### src/hw/rtl/lprmq_pkg.sv
package lprmq_pkg;

   // Field widths of one input beat and one result beat
   localparam int DATA_W = 8;
   localparam int LEN_W  = 7;
   localparam int STAT_W = 3;
   localparam int FREE_W = 11;

   // Default geometry
   localparam int RING_BYTES_DEF  = 1024;
   localparam int MAX_MESSAGE_DEF = 64;

   // Command queue between front and back
   localparam int QDEPTH = 2;
   localparam int QAW    = $clog2(QDEPTH);

   // Command codes
   localparam logic CMD_PUSH = 1'b0;
   localparam logic CMD_POP  = 1'b1;

   // Result status codes
   localparam logic [STAT_W-1:0] STAT_POP_BYTE  = 3'd0;
   localparam logic [STAT_W-1:0] STAT_PUSH_OK   = 3'd1;
   localparam logic [STAT_W-1:0] STAT_PUSH_DROP = 3'd2;
   localparam logic [STAT_W-1:0] STAT_POP_EMPTY = 3'd3;
   localparam logic [STAT_W-1:0] STAT_POP_BIG   = 3'd4;

   // One classified command, as queued between front and back
   typedef struct packed {
      logic              is_pop;
      logic [DATA_W-1:0] data;
      logic              last;
      logic [LEN_W-1:0]  capacity;
   } item_type;

endpackage

### src/hw/rtl/lprmq_front.sv
module lprmq_front
   import lprmq_pkg::*;
(
   input  logic              clock,
   input  logic              reset,
   input  logic              start,
   output logic              busy,
   input  logic              req_cmd,
   input  logic [DATA_W-1:0] req_data_in,
   input  logic              req_last_in,
   input  logic [LEN_W-1:0]  req_capacity,
   output logic              q_valid,
   output item_type          q_item,
   input  logic              q_take
);

   item_type           q_mem_ff [QDEPTH];
   logic [QAW-1:0]     wr_ptr_ff, wr_ptr_in;
   logic [QAW-1:0]     rd_ptr_ff, rd_ptr_in;
   logic [QAW:0]       count_ff, count_in;
   logic               accept;
   logic               drain;
   item_type           new_item;

   assign busy    = (count_ff == (QAW+1)'(QDEPTH));
   assign accept  = start && !busy;
   assign q_valid = (count_ff != '0);
   assign drain   = q_valid && q_take;
   assign q_item  = q_mem_ff[rd_ptr_ff];

   // classify the beat on the way in
   always_comb begin
      new_item.is_pop   = (req_cmd == CMD_POP);
      new_item.data     = req_data_in;
      new_item.last     = req_last_in && (req_cmd == CMD_PUSH);
      new_item.capacity = req_capacity;
   end

   always_comb begin
      wr_ptr_in = accept ? wr_ptr_ff + QAW'(1) : wr_ptr_ff;
      rd_ptr_in = drain  ? rd_ptr_ff + QAW'(1) : rd_ptr_ff;
      count_in  = count_ff;
      if (accept && !drain) begin
         count_in = count_ff + (QAW+1)'(1);
      end else if (drain && !accept) begin
         count_in = count_ff - (QAW+1)'(1);
      end
   end

   always_ff @(posedge clock) begin
      if (reset) begin
         wr_ptr_ff <= '0;
         rd_ptr_ff <= '0;
         count_ff  <= '0;
      end else begin
         wr_ptr_ff <= wr_ptr_in;
         rd_ptr_ff <= rd_ptr_in;
         count_ff  <= count_in;
      end
   end

   always_ff @(posedge clock) begin
      if (accept) begin
         q_mem_ff[wr_ptr_ff] <= new_item;
      end
   end

endmodule

### config.mk
export PLATFORM = sky130hd
export DESIGN_NAME = lprmq_front
export DESIGN_NICKNAME = d
export VERILOG_FILES = /design/src/hw/rtl/lprmq_pkg.sv /design/src/hw/rtl/lprmq_front.sv
export SDC_FILE = /design/constraint.sdc
export NUM_CORES = 1
export LEC_CHECK = 0
export BUFFER_PORTS_ARGS = -buffer_cell sky130_fd_sc_hd__buf_4
export CORE_AREA = 5 5 61 63
export CTS_BUF_LIST = sky130_fd_sc_hd__clkbuf_4 sky130_fd_sc_hd__clkbuf_8
export DETAILED_ROUTE_END_ITERATION = 7
export DIE_AREA = 0 0 66 68
export PLACE_DENSITY = 0.72
export SYNTH_ARGS = -nofsm -noshare
export SYNTH_HDL_FRONTEND = slang
export SYNTH_SLANG_ARGS = --single-unit
### constraint.sdc
create_clock -name clock -period 1.7 [get_ports clock]
set_clock_uncertainty 0.1 [all_clocks]
set_input_delay 0.34 -clock clock [delete_from_list [all_inputs] [get_ports clock]]
set_output_delay 0.34 -clock clock [all_outputs]
set_load 0.05 [all_outputs]
==> impl_metrics.toml <==
[global_routing]
antenna_found_initial = 0
grt_overflow = 0
grt_usage_pct = 14.0
grt_max_degree = 13
grt_pass1_wl_mm = 4.48
grt_pass1_vias = 954

[cells_and_area]
final_cell_mix = "edfxtp_1, buf_4, buf_8, mux2_4, clkbuf_4"
num-nets-final = 152
area_delta_synth_final_pct = 47.6
drive_above_1_share_pct = 57.3
final_area_sq_mm = 0.00214
nFillCells = 238
diodes = 0
layout_commonest_cell = "edfxtp_1"

[sta]
hold_slack_ns = 0.0692
post-route-min-period_ns = 1.78
fin_tns_setup_ns = -1.33
setup_ws_ns = -0.0830
setup_viol = 17
slew_headroom_pct = 86.0
finalHoldViolations = 0
fin_crit_sh_pct = 105
tightest_slew_ns = 0.209
slew_violations = 0
max_freq_ghz = 0.561
rsz0062_at_grt = "true"

[floorplan]
initial_core_util_pct = 45.7
die_y_um = 68
ios = 40
core_area_sq_mm = 0.00318
rows = 21
dieArea_sq_mm = 0.00449
die_x_um = 66

[synth]
mappedNetlistArea_sq_mm = 0.00145
synth_top_cell_area_share_pct = 70.3
synth_cell_types = 16
ys_seq_elements = 39
synth_area_leader_cell = "edfxtp_1"
yosysWarnings = 0
avgSynthCellArea_sq_um = 18.4
syn_inst = 79
syn-num-nets = 101
synth_seq_area_share_pct = 77.2
synth_area_leaders = "edfxtp_1, mux2_2, dfxtp_1"

[worst_setup_path]
cp_common_cell = "buf_8"
crit_path_top_delay_cell = "dfxtp_4"
arrival_ns = 1.34
worst-path-max-fanout = 6
timing.rr.end = "count_ff[1]$_SDFFE_PP0P_"
worstReg2RegStart = "count_ff[1]$_SDFFE_PP0P_"
cp-start-kind = "register"
cp.required_ns = 1.26
rr_worst_depth = 5
cp_cell_sequence = "buf_8 > mux2_4 > buf_8"
critPathMaxStageDelay_ns = 0.39
critPathKind = "register to output pin"
endpoint_kind = "output pin"
rrSetupSlack_ns = 0.10
path_buf_inv = 2
cpLargestDelayFamily = "flip-flops"

[power]
p_seq_share_pct = 35.8
ir_drop_v = 0.00118
p_per_area_mw_per_mm2 = 1700
intPower_w = 0.00232
swShare_pct = 36.3
p_sw_w = 0.00132
clkPwrFrac_pct = 16.3
p_leak_nw = 0.865
power_frac_comb_pct = 47.9

[routing]
routed_wl_mm = 2.72
drt_pass1_iterations = 3
route.detailed.drc = 0
drt_iter0_markers = 17
route.antenna.remaining_nets = 0
routedWlPerCell_um = 15.4
dr_total_vias = 843
via_per_inst = 4.76

[clock_network]
clockBufferDepth = 2
root_buffer = "clkbuf_4"
htreeDepth = 2
tritoncts = "done"
cts_setup_buffers = 0
cts_sinks = 39
cts_made_buffers = 5
clk-insertion-delay-late_ns = 0.34
clk_pin_slew_ns = 0.11

[placement]
dp_slack_ns = 0.0892
post-dp-hpwl_mm = 1.86
placed_cell_area_sq_mm = 0.00184
gp_congestion = 0.672
port_buffers = 39

[outcome]
violations = "setup timing"
status = "finished with violations"

[job]
maxCapViolCount = 0

[min_path]
hold_path_depth = 2
worst_hold_path.endpoint = "count_ff[1]$_SDFFE_PP0P_"
worstHoldStart = "reset"
hold_path_class = "input pin to register"
[cell usage after synthesis]
cell and number:
buf_2 1, o21ai_0 3, or2_2 1, nor2b_1 1, nor2_1 4, edfxtp_1 34, dfxtp_1 5, mux2_2 17
buf_4 1, a21oi_1 2, inv_1 2, or3_1 2, nor2b_2 1, and2_1 1, xor2_1 3, ha_1 1
[per-layer routing]
layer	track usage, %	part of all wire [%]	vias up
met5	0	0	-
met4	7.61	1.6	0
met3	4.43	7.0	5
met2	25.3	54	31
met1	14.5	38	412
li1	-	-	395
[stage by stage]
step	total power, W	util [%]	std cells
6_report	0.00365	67.4	177
5_1_grt	0.00381	67.4	177
4_1_cts	0.00368	67.3	177
3_5_place_dp	0.00268	57.9	168
3_3_place_gp	0.00264	57.9	168
2_1_floorplan	0.00227	-	79
[sequential cells by signal, summed over array words and instances (netlist names), named ones only]
name,flops
wr_ptr_ff,1
q_mem_ff,34
rd_ptr_ff,1
count_ff,2
[layout make-up]
cell class | instances | area, sq um | area share, %
clock inverters | 3 | 38.8 | 1.81
repair buffers | 46 | 492 | 23.0
clock buffers | 5 | 37.5 | 1.75
well taps | 46 | 57.6 | 2.69
inverters | 2 | 7.51 | 0.350
multi-input cells | 36 | 379 | 17.7
flip-flops and latches | 39 | 1130 | 52.7
[timing repair]
| action | in CTS | in global routing |
|---|---|---|
| hold buffers | 0 | 0 |
| setup endpoints to repair | 17 | 18 |
| pin swaps | 0 | 1 |
| gates cloned | 1 | 0 |
| resized for setup | 59 | 2 |
| endpoints found under the hold margin | 0 | 0 |
[power by group through the flow]
stage	clock network, W	logic, W	registers (W)
after floorplan	0	0.000987	0.00128
after global placement	0	0.00135	0.00129
after detailed placement	0	0.00138	0.00130
after CTS	0.000612	0.00176	0.00130
after global routing	0.000650	0.00183	0.00133
final	0.000596	0.00175	0.00130
[cells by family after synthesis]
kind of cell	share of synthesized area [%]
flip-flops	77.2
multiplexers	13.2
AND/OR/NAND/NOR	3.79
AO/OA/AOI/OAI	1.72
buffers and inverters	1.38
XOR/XNOR	1.81
adder cells (fa/ha/maj)	0.862
[worst max path at each step]
stage	start	endpoint	slack (ns)	cells past startpoint
3_3_place_gp	count_ff[0]$_SDFFE_PP0P_	count_ff[1]$_SDFFE_PP0P_	0.18	4
6_report	register	q_item[7]	-0.08	3
2_1_floorplan	count_ff[1]$_SDFFE_PP0P_	count_ff[1]$_SDFFE_PP0P_	-0.02	5
4_1_cts	register	q_item[7]	-0.11	3
3_5_place_dp	count_ff[0]$_SDFFE_PP0P_	count_ff[1]$_SDFFE_PP0P_	0.09	4
5_1_grt	register	q_item[4]	-0.14	3
No activity file was read; power rests on OpenSTA's default activity.
